`src/sv/rdc_pkg.sv`:
```
// Shared constants and helpers for the radix digit converter.
// No dependencies; imported by the top level and its checker.
`default_nettype none

package rdc_pkg;

    localparam int DEFAULT_STACK_DEPTH = 32;
    localparam int DEFAULT_VALUE_WIDTH = 31;

    localparam int RADIX_W    = 5;
    localparam int DIGIT_W    = 4;
    localparam int CHAR_W     = 7;
    localparam int APB_DATA_W = 32;
    localparam int APB_ADDR_W = 3;

    localparam logic [RADIX_W-1:0] RADIX_RESET = 5'd10;
    localparam logic [RADIX_W-1:0] MIN_BASE    = 5'd2;
    localparam logic [RADIX_W-1:0] MAX_BASE    = 5'd16;

    // Register index, taken from paddr above the byte offset
    localparam logic [0:0] REG_RADIX = 1'b0;

    localparam logic [CHAR_W-1:0] ASCII_ZERO = 7'd48;
    localparam logic [CHAR_W-1:0] ASCII_A_10 = 7'd55;   // 'A' - 10

    function automatic logic [CHAR_W-1:0] digit_ascii(input logic [DIGIT_W-1:0] d);
        logic [CHAR_W-1:0] ext;
        ext = {{(CHAR_W-DIGIT_W){1'b0}}, d};
        return (d < 4'd10) ? (ASCII_ZERO + ext) : (ASCII_A_10 + ext);
    endfunction

endpackage

`default_nettype wire

```
`src/sv/radix_digit_converter.sv`:
```
// Radix digit converter: integer to base-N digits, most significant first.
// Depends on rdc_pkg; one bit-serial divider shared over all digits.
//
//  channel | handshake                      | payload
//  --------+--------------------------------+------------------------------------------
//  input   | start / busy, beat on start&!busy | i_value
//  result  | o_digit_valid, one-cycle strobe   | o_digit_value, o_digit_char, o_last_digit
//  config  | APB, write on psel&penable&pwrite | paddr, pwdata, prdata, pready
//
// Each digit comes from a restoring division over all VALUE_WIDTH quotient bits (one
// quotient bit per cycle through a 5-bit compare/subtract); once the quotient is zero,
// each digit is popped (S_POP) and driven (S_EMIT) in turn; the final digit's strobe
// shows in the first idle cycle. A zero value gives one digit. Reset is synchronous,
// active low, and leaves radix at ten. Results cannot be stalled by the receiver.
`default_nettype none

module radix_digit_converter #(
    parameter int STACK_DEPTH = rdc_pkg::DEFAULT_STACK_DEPTH,
    parameter int VALUE_WIDTH = rdc_pkg::DEFAULT_VALUE_WIDTH
) (
    input  wire logic                            i_clk,
    input  wire logic                            i_rst_n,
    input  wire logic                            start,
    output logic                                 busy,
    input  wire logic [VALUE_WIDTH-1:0]          i_value,
    output logic                                 o_digit_valid,
    output logic [rdc_pkg::DIGIT_W-1:0]          o_digit_value,
    output logic [rdc_pkg::CHAR_W-1:0]           o_digit_char,
    output logic                                 o_last_digit,
    input  wire logic                            psel,
    input  wire logic                            penable,
    input  wire logic                            pwrite,
    input  wire logic [rdc_pkg::APB_ADDR_W-1:0]  paddr,
    input  wire logic [rdc_pkg::APB_DATA_W-1:0]  pwdata,
    output logic [rdc_pkg::APB_DATA_W-1:0]       prdata,
    output logic                                 pready
);
    import rdc_pkg::*;

    localparam int CW = $clog2(STACK_DEPTH + 1);
    localparam int AW = $clog2(STACK_DEPTH);
    localparam int BW = $clog2(VALUE_WIDTH);

    typedef enum logic [1:0] {
        S_IDLE,
        S_DIV,
        S_POP,
        S_EMIT
    } t_state;

    t_state                 r_state;
    logic [RADIX_W-1:0]     r_radix;
    logic [RADIX_W-1:0]     r_base;
    logic [VALUE_WIDTH-1:0] r_quot;
    logic [DIGIT_W-1:0]     r_rem;
    logic [BW-1:0]          r_bit;
    logic [CW-1:0]          r_count;
    logic [DIGIT_W-1:0]     r_stack [STACK_DEPTH];
    logic [DIGIT_W-1:0]     r_rd_digit;
    logic                   r_digit_valid;
    logic [DIGIT_W-1:0]     r_digit_value;
    logic [CHAR_W-1:0]      r_digit_char;
    logic                   r_last_digit;

    logic [RADIX_W-1:0]     w_eff_base;
    logic [RADIX_W-1:0]     w_trial;
    logic [RADIX_W-1:0]     w_diff;
    logic                   w_ge;
    logic [DIGIT_W-1:0]     n_rem;
    logic [VALUE_WIDTH-1:0] n_quot;
    logic                   w_last_step;
    logic                   w_push;
    logic [CW-1:0]          w_cnt_dec;
    logic                   w_wr;
    logic                   w_reg_hit;

    // ---------------- configuration ----------------
    assign pready    = 1'b1;
    assign w_wr      = psel && penable && pwrite;
    assign w_reg_hit = (paddr[APB_ADDR_W-1] == REG_RADIX);
    assign prdata    = w_reg_hit ? {{(APB_DATA_W-RADIX_W){1'b0}}, r_radix} : '0;

    always_ff @(posedge i_clk) begin
        if (!i_rst_n) begin
            r_radix <= RADIX_RESET;
        end else if (w_wr && w_reg_hit) begin
            r_radix <= pwdata[RADIX_W-1:0];
        end
    end

    always_comb begin
        priority if (r_radix < MIN_BASE) begin
            w_eff_base = MIN_BASE;
        end else if (r_radix > MAX_BASE) begin
            w_eff_base = MAX_BASE;
        end else begin
            w_eff_base = r_radix;
        end
    end

    // ---------------- shared divider step ----------------
    // remainder stays below the base, so the shifted trial fits five bits
    assign w_trial     = {r_rem, r_quot[VALUE_WIDTH-1]};
    assign w_ge        = (w_trial >= r_base);
    assign w_diff      = w_trial - r_base;
    assign n_rem       = w_ge ? w_diff[DIGIT_W-1:0] : w_trial[DIGIT_W-1:0];
    assign n_quot      = {r_quot[VALUE_WIDTH-2:0], w_ge};
    assign w_last_step = (r_bit == BW'(VALUE_WIDTH - 1));
    // digits beyond the stack depth are the more significant ones: dropped
    assign w_push      = (r_state == S_DIV) && w_last_step && (r_count < CW'(STACK_DEPTH));
    assign w_cnt_dec   = r_count - CW'(1);

    // ---------------- digit stack ----------------
    always_ff @(posedge i_clk) begin
        if (w_push) begin
            r_stack[r_count[AW-1:0]] <= n_rem;
        end
        if (r_state == S_POP) begin
            r_rd_digit <= r_stack[w_cnt_dec[AW-1:0]];
        end
    end

    // ---------------- sequencer ----------------
    always_ff @(posedge i_clk) begin
        if (!i_rst_n) begin
            r_state       <= S_IDLE;
            r_quot        <= '0;
            r_bit         <= '0;
            r_count       <= '0;
            r_digit_valid <= 1'b0;
        end else begin
            r_digit_valid <= 1'b0;
            unique case (r_state)
                S_IDLE: begin
                    if (start) begin
                        r_quot  <= i_value;
                        r_rem   <= '0;
                        r_bit   <= '0;
                        r_count <= '0;
                        r_base  <= w_eff_base;
                        r_state <= S_DIV;
                    end
                end
                S_DIV: begin
                    r_quot <= n_quot;
                    if (w_last_step) begin
                        r_rem <= '0;
                        r_bit <= '0;
                        if (w_push) begin
                            r_count <= r_count + CW'(1);
                        end
                        if (n_quot == '0) begin
                            r_state <= S_POP;
                        end
                    end else begin
                        r_rem <= n_rem;
                        r_bit <= r_bit + BW'(1);
                    end
                end
                S_POP: begin
                    r_count <= w_cnt_dec;
                    r_state <= S_EMIT;
                end
                S_EMIT: begin
                    r_digit_valid <= 1'b1;
                    r_digit_value <= r_rd_digit;
                    r_digit_char  <= digit_ascii(r_rd_digit);
                    r_last_digit  <= (r_count == '0);
                    r_state       <= (r_count == '0) ? S_IDLE : S_POP;
                end
                default: begin
                    r_state <= S_IDLE;
                end
            endcase
        end
    end

    assign busy          = (r_state != S_IDLE);
    assign o_digit_valid = r_digit_valid;
    assign o_digit_value = r_digit_value;
    assign o_digit_char  = r_digit_char;
    assign o_last_digit  = r_last_digit;

endmodule

`default_nettype wire

```
`config.mk`:
```
export PLATFORM = sky130hd
export DESIGN_NAME = radix_digit_converter
export DESIGN_NICKNAME = d
export VERILOG_FILES = /design/src/sv/rdc_pkg.sv /design/src/sv/radix_digit_converter.sv
export SDC_FILE = /design/constraint.sdc
export NUM_CORES = 1
export LEC_CHECK = 0
export BUFFER_PORTS_ARGS = -buffer_cell sky130_fd_sc_hd__buf_2
export CELL_PAD_IN_SITES_DETAIL_PLACEMENT = 0
export CELL_PAD_IN_SITES_GLOBAL_PLACEMENT = 1
export CORE_MARGIN = 1.5
export CORE_UTILIZATION = 43
export DETAILED_ROUTE_END_ITERATION = 12
export HOLD_SLACK_MARGIN = 0.06
export MAX_ROUTING_LAYER = met4
export PLACE_DENSITY = 0.7
export SLEW_MARGIN = 20
export SYNTH_ARGS = -nofsm -noshare
export SYNTH_HDL_FRONTEND = slang
export SYNTH_SLANG_ARGS = --single-unit
```
`constraint.sdc`:
```
create_clock -name i_clk -period 5.75 [get_ports i_clk]
set_clock_uncertainty 0.05 [all_clocks]
set_input_delay 1.15 -clock i_clk [delete_from_list [all_inputs] [get_ports i_clk]]
set_output_delay 1.15 -clock i_clk [all_outputs]
set_load 0.01 [all_outputs]
```
## Yosys cells after proc, flatten, opt, wreduce, memory -nomap -nowiden

Memory sizes are Yosys's and may differ from the RTL's. A register that Yosys moved wholly into a read port is not among the register bits.
Cells that the tools add are included.

| cells by class | value |
|---|---|
| order comparisons | 5 |
| reductions and logical operators | 18 |
| equality and inequality tests | 8 |
| bitwise logic cells | 1 |
| add/sub/neg operators | 6 |
| mux-type cells | 24 |

Operator list:

| operator | number |
|---|---|
| case mux 31 bit (2 select lines) | 1 |
| zero test 31 bit | 1 |
| 2-to-1 mux 31 bit | 1 |
| 2-to-1 mux 5 bit | 4 |
| 2-to-1 mux 6 bit | 3 |
| case mux 6 bit (3 select lines) | 1 |
| adder 6 x 4 -> 7 bit, first input constant | 2 |
| 2-to-1 mux 4 bit | 3 |
| case mux 5 bit (2 select lines) | 1 |
| AND reduction 3 bit | 3 |
| 2-to-1 mux 2 bit | 4 |
| case mux 2 bit (4 select lines) | 1 |
| case mux 4 bit (2 select lines) | 1 |
| 2-to-1 mux 7 bit | 1 |
| adder 6 x 1 -> 6 bit, second input constant | 1 |
| zero test 6 bit | 1 |
| less-than comparator 6 bit, second input constant | 1 |
| inequality test 2 bit, second input constant | 3 |
| subtractor 6 x 1 -> 6 bit, second input constant | 1 |
| adder 5 x 1 -> 5 bit, second input constant | 1 |
| equality test 5 bit, second input constant | 1 |
| >= comparator 5 bit | 1 |
| greater-than comparator 5 bit, second input constant | 1 |
| logical AND 1 bit | 5 |
| other kinds (14) | 19 |

| storage, ports and cells | value |
|---|---|
| logic and storage cells | 75 |
| flip-flop bits (word level) | 71 |
| RAM bits | 128 |
| memories | 1 |
| bits of input ports | 72 |
| output and inout port bits | 47 |

Memory list:

| name | depth | width | rd ports | clocked after Yosys merged registers in | wr ports | RTL line | text |
|---|---|---|---|---|---|---|---|
| r_stack | 32 | 4 | 1 | 1 | 1 | radix_digit_converter.sv:58 | `logic [DIGIT_W-1:0] r_stack [STACK_DEPTH];` |

## Depth between registers and ports, before layout

| logic depth | value |
|---|---|
| depth after elaboration | 6 |
| depth in mapped cells | 12 |
| gate-level depth less buffers | 7 |

## Least setup slack after synthesis

Ideal clock, no wire load.

| path | value |
|---|---|
| kind | reg2reg |
| start point | register r_rem[1] |
| end point | register r_rem[0] (data pin) |
| period minus slack after synthesis | 2,860 ps |
| path buffers | 0 |
| cell stages (with the launch flop) | 7 |
| setup slack | 2,890 ps |
| data arrival time | 2,671 ps |
| setup time | 139 ps |
| required time | 5,561 ps |
| cells stage by stage | edfxtp_1 -> ha_1 -> a211oi_1 -> nor2_1 -> nor2_1 -> mux2i_1 -> and3_1 |

| between the ends | value |
|---|---|
| longest elaborated chain between the ends | 4 |

RTL lines:

| item | RTL line | text |
|---|---|---|
| start: declaration | radix_digit_converter.sv:55 | `logic [DIGIT_W-1:0] r_rem;` |
| start signal: assignment | radix_digit_converter.sv:156 | `r_rem <= n_rem;` |
| >= comparator 5 bit | radix_digit_converter.sv:104 | `assign w_ge = (w_trial >= r_base);` |
| 2-to-1 mux 4 bit | radix_digit_converter.sv:106 | `assign n_rem = w_ge ? w_diff[DIGIT_W-1:0] : w_trial[DIGIT_W-1:0];` |
| named net n_rem[0] | radix_digit_converter.sv:69 | `logic [DIGIT_W-1:0] n_rem;` |
| 2-to-1 mux 4 bit | radix_digit_converter.sv:146 | `if (w_last_step) begin` |
| case mux 4 bit (2 select lines) | radix_digit_converter.sv:133 | `unique case (r_state)` |

The timed path passes the listed nets, and every way through them passes these cells.
A chain may end at the register's enable or synchronous reset.

## Final worst setup path

| path | value |
|---|---|
| start point | register r_count[1] |
| end point | register r_rd_digit[0], read port of r_stack (data pin) |

| between the ends | value |
|---|---|
| longest elaborated chain between the ends | 1 |

RTL lines:

| item | RTL line | text |
|---|---|---|
| start: declaration | radix_digit_converter.sv:57 | `logic [CW-1:0] r_count;` |
| start signal: assignment | radix_digit_converter.sv:150 | `r_count <= r_count + CW'(1);` |
| start signal: assignment | radix_digit_converter.sv:161 | `r_count <= w_cnt_dec;` |
| subtractor 6 x 1 -> 6 bit | radix_digit_converter.sv:111 | `assign w_cnt_dec = r_count - CW'(1);` |
| end: declaration | radix_digit_converter.sv:59 | `logic [DIGIT_W-1:0] r_rd_digit;` |

Every way passes these cells.

==> flow_summary.yaml <==
drt:
  drtAntennaViolNets: 0
  drc: 0
  drt_iter0_drc: 424
  drt-pass1-iter-count: 5
  wl_per_cell_um: 18.20
  routed_wl_um: 18620
  via_per_inst: 5.397
  via_count: 5521
cts:
  cts.reportedPaths.clkPinSlew_ps: 60
  cts_inserted_buffers: 23
  cts_resized: 0
  clockBufferDepth: 3
  clk_latency_ps: 510
  root_buffer: "clkbuf_16"
  cts_max_level: 1
  post_cts_buffers: 0
  cts_tree: "yes"
  cts_hold_buf: 0
  clock-sinks: 203
finish:
  diodes: 0
  final_net_count: 822
  layout-drive-gt1-share: 0.1939
  area_growth_pct: 12.39
global_routing:
  grt_start_max_net_pins: 50
  antenna_found_initial: 0
  gr-total-overflow: 0
  grt_pass1_wl_um: 29630
  track_usage: 0.1749
  grt_pass1_vias: 5470
min_path:
  min_path_type: "flip-flop to flip-flop"
  hold_start: "r_quot[0]"
  hold_depth: 2
  min_delay_worst_endpoint: "r_quot[0]"
sta:
  rsz0062_at_grt: "false"
  worstMarginPinSlew_ps: 1040
  final_hold_viol_count: 0
  setup-tns-final_ps: 0
  fmax_mhz: 300.1
  timing.hold.ws_ps: 451.2
  finalSetupViolCount: 0
  fin_crit_ps: 3332
  post-route-period-util: 0.5795
  slew-limit-headroom: 0.3051
  slew_viol_final: 0
setup_path:
  crit_slowest_cell: "ha_2"
  required_ps: 6020
  cp-start-kind: "flip-flop"
  path_class: "flip-flop to flip-flop"
  setup.worst_path.end_class: "flip-flop"
  r2r_slack_ps: 2420
  crit-reg2reg-launch: "r_count[1]"
  cp.arrival_ps: 3600
  reg2reg_depth: 6
  slowest_delay_ps: 930
  r2r_end: "r_rd_digit[0]"
  crit_path_max_fanout: 34
  crit_chain: "inv_1 -> ha_2 -> mux4_2 -> mux2i_1 -> a222oi_1 -> a21boi_1"
outcome:
  outcome: "completed"
synth:
  ys_seq_area_frac: 0.5989
  ys_async_sr_fraction: 0
  synth_edf_count: 153
  netlist_area_sq_mm: 0.009343
  ys_seq_elements: 203
  synth_area_per_cell_sq_um: 13.70
  synth_warnings: 0
  syn_inst: 682
  synthFlopType: "edfxtp_1"
  yosysUniqueCellTypes: 61
pwr:
  p_int_w: 0.003170
  p_sw_frac: 0.2952
  seq_power_share: 0.434
  p_leak_nw: 4.039
  p_switching_w: 0.001328
  power_density_mw_per_mm2: 428.4
  ir_worst_vdd_v: 0.0002583
  clockPowerShare: 0.330
  finalPower_w: 0.004498
  p_comb_frac: 0.236
die:
  core_area_sq_mm: 0.02115
  die_h_um: 150.4
  fp-row-count: 53
  ioPinCount: 119
  start_util: 0.4417
  dieArea_sq_mm: 0.02262
  die_w_um: 150.4
placed_design:
  gp_congestion: 0.7857
  port_buffers: 61
  hpwl_um: 12270
run:
  max_cap_viol_count: 0
power groups by stage:
stage / sequential (W) / clock (W) / combinational (W)
final: 0.00195 / 0.00148 / 0.00106
after global routing: 0.00197 / 0.00158 / 0.00118
after CTS: 0.00195 / 0.00152 / 0.00109
after detailed placement: 0.00198 / 0 / 0.00108
after global placement: 0.00198 / 0 / 0.00104
after floorplan: 0.00195 / 0 / 0.000815
cells by family (layout without fill, tap and decap cells):
logic type | Yosys count | count (layout) | share of synthesized area
flops | 203 | 203 | 0.5989
simple gates | 188 | 188 | 0.09616
compound gates | 90 | 90 | 0.07754
mux | 86 | 86 | 0.1365
buf+inv | 84 | 124 | 0.05250
fa+ha+maj | 19 | 19 | 0.02625
xor+xnor | 10 | 10 | 0.01138
other cells | 2 | 28 | 0.0008038
flip-flops by register name, summed over array words and instances, names as in the netlist:
register,cells
r_quot,31
r_base,5
r_radix,5
r_count,6
o_digit_value,4
o_last_digit,1
r_bit,5
o_digit_valid,1
r_state,2
r_rd_digit,4
r_rem,4
r_stack,128
o_digit_char,7
per-layer routing:
metal | share of wire | vias to the layer above | track usage
li1 | - | 2624 | -
met1 | 0.44 | 2740 | 0.2261
met2 | 0.50 | 136 | 0.2920
met3 | 0.040 | 21 | 0.02394
met4 | 0.014 | 0 | 0.04363
met5 | 0 | - | -
how the worst max path moves through the flow:
stage                     depth (start not counted)        from             to
after floorplan                                   6    r_rem[1]       r_rem[0]
after global placement                            6  r_count[1]  r_rd_digit[3]
after detailed placement                          6  r_count[1]  r_rd_digit[3]
after CTS                                         6  r_count[1]  r_rd_digit[3]
after global routing                              6  r_count[1]  r_rd_digit[3]
final                                             6  r_count[1]  r_rd_digit[0]
worst max-delay path: cells and delay by family, from the launching register on:
kind	cells	cell delay, ps
buffers and inverters	1	170
muxes	2	470
DFF	1	670
AOI/OAI and AO/OA	2	850
adders and majority gates	1	930
layout by cell type (no fill, tap or decap), drive strengths merged, types with 19 or more instances in the layout:
master / netlist / layout
edfxtp: 153 / 153
buf: 52 / 65
dfxtp: 50 / 50
clkbuf: 15 / 25
mux4: 32 / 32
o211a: 29 / 29
conb: 2 / 28
nor2: 52 / 52
nand2: 64 / 64
inv: 17 / 19
mux2i: 52 / 52
cell usage after synthesis, types with 9 or more instances:
cell / instances / area, sq um
dfxtp_1: 50 / 1001
mux2i_1: 52 / 520.5
nand2_1: 64 / 240.2
nor2b_1: 17 / 106.4
clkbuf_1: 15 / 56.30
mux4_2: 29 / 653.1
ha_1: 18 / 225.2
buf_4: 30 / 225.2
inv_1: 17 / 63.81
buf_2: 13 / 65.06
nor2_1: 52 / 195.2
edfxtp_1: 153 / 4594
a21oi_1: 9 / 45.04
o211a_1: 29 / 290.3
nor4_1: 9 / 56.30
o21ai_0: 11 / 55.05
cell type report:
type                            count  area [sq um]
Sequential cell                   203          5597
Clock inverter                     17         193.9
Clock buffer                       25         583.1
Fill cell                        1799         10650
Multi-Input combinational cell    421          3383
Timing Repair Buffer               65         335.3
Inverter                           17         63.81
Tap cell                          275         344.1
per-stage QoR:
| stage | worst slack [ps] | instances | utilization | cell area (sq um) |
|---|---|---|---|---|
| 2_1_floorplan | 2890 | 708 | - | 9440 |
| 3_3_place_gp | 2380 | 981 | 0.4596 | 9723 |
| 3_5_place_dp | 2338 | 981 | 0.4596 | 9723 |
| 4_1_cts | 2331 | 1023 | 0.4964 | 10500 |
| 5_1_grt | 2215 | 1023 | 0.4964 | 10500 |
| 6_report | 2418 | 1023 | 0.4964 | 10500 |
Note: power is estimated with default switching activity, not from simulation.
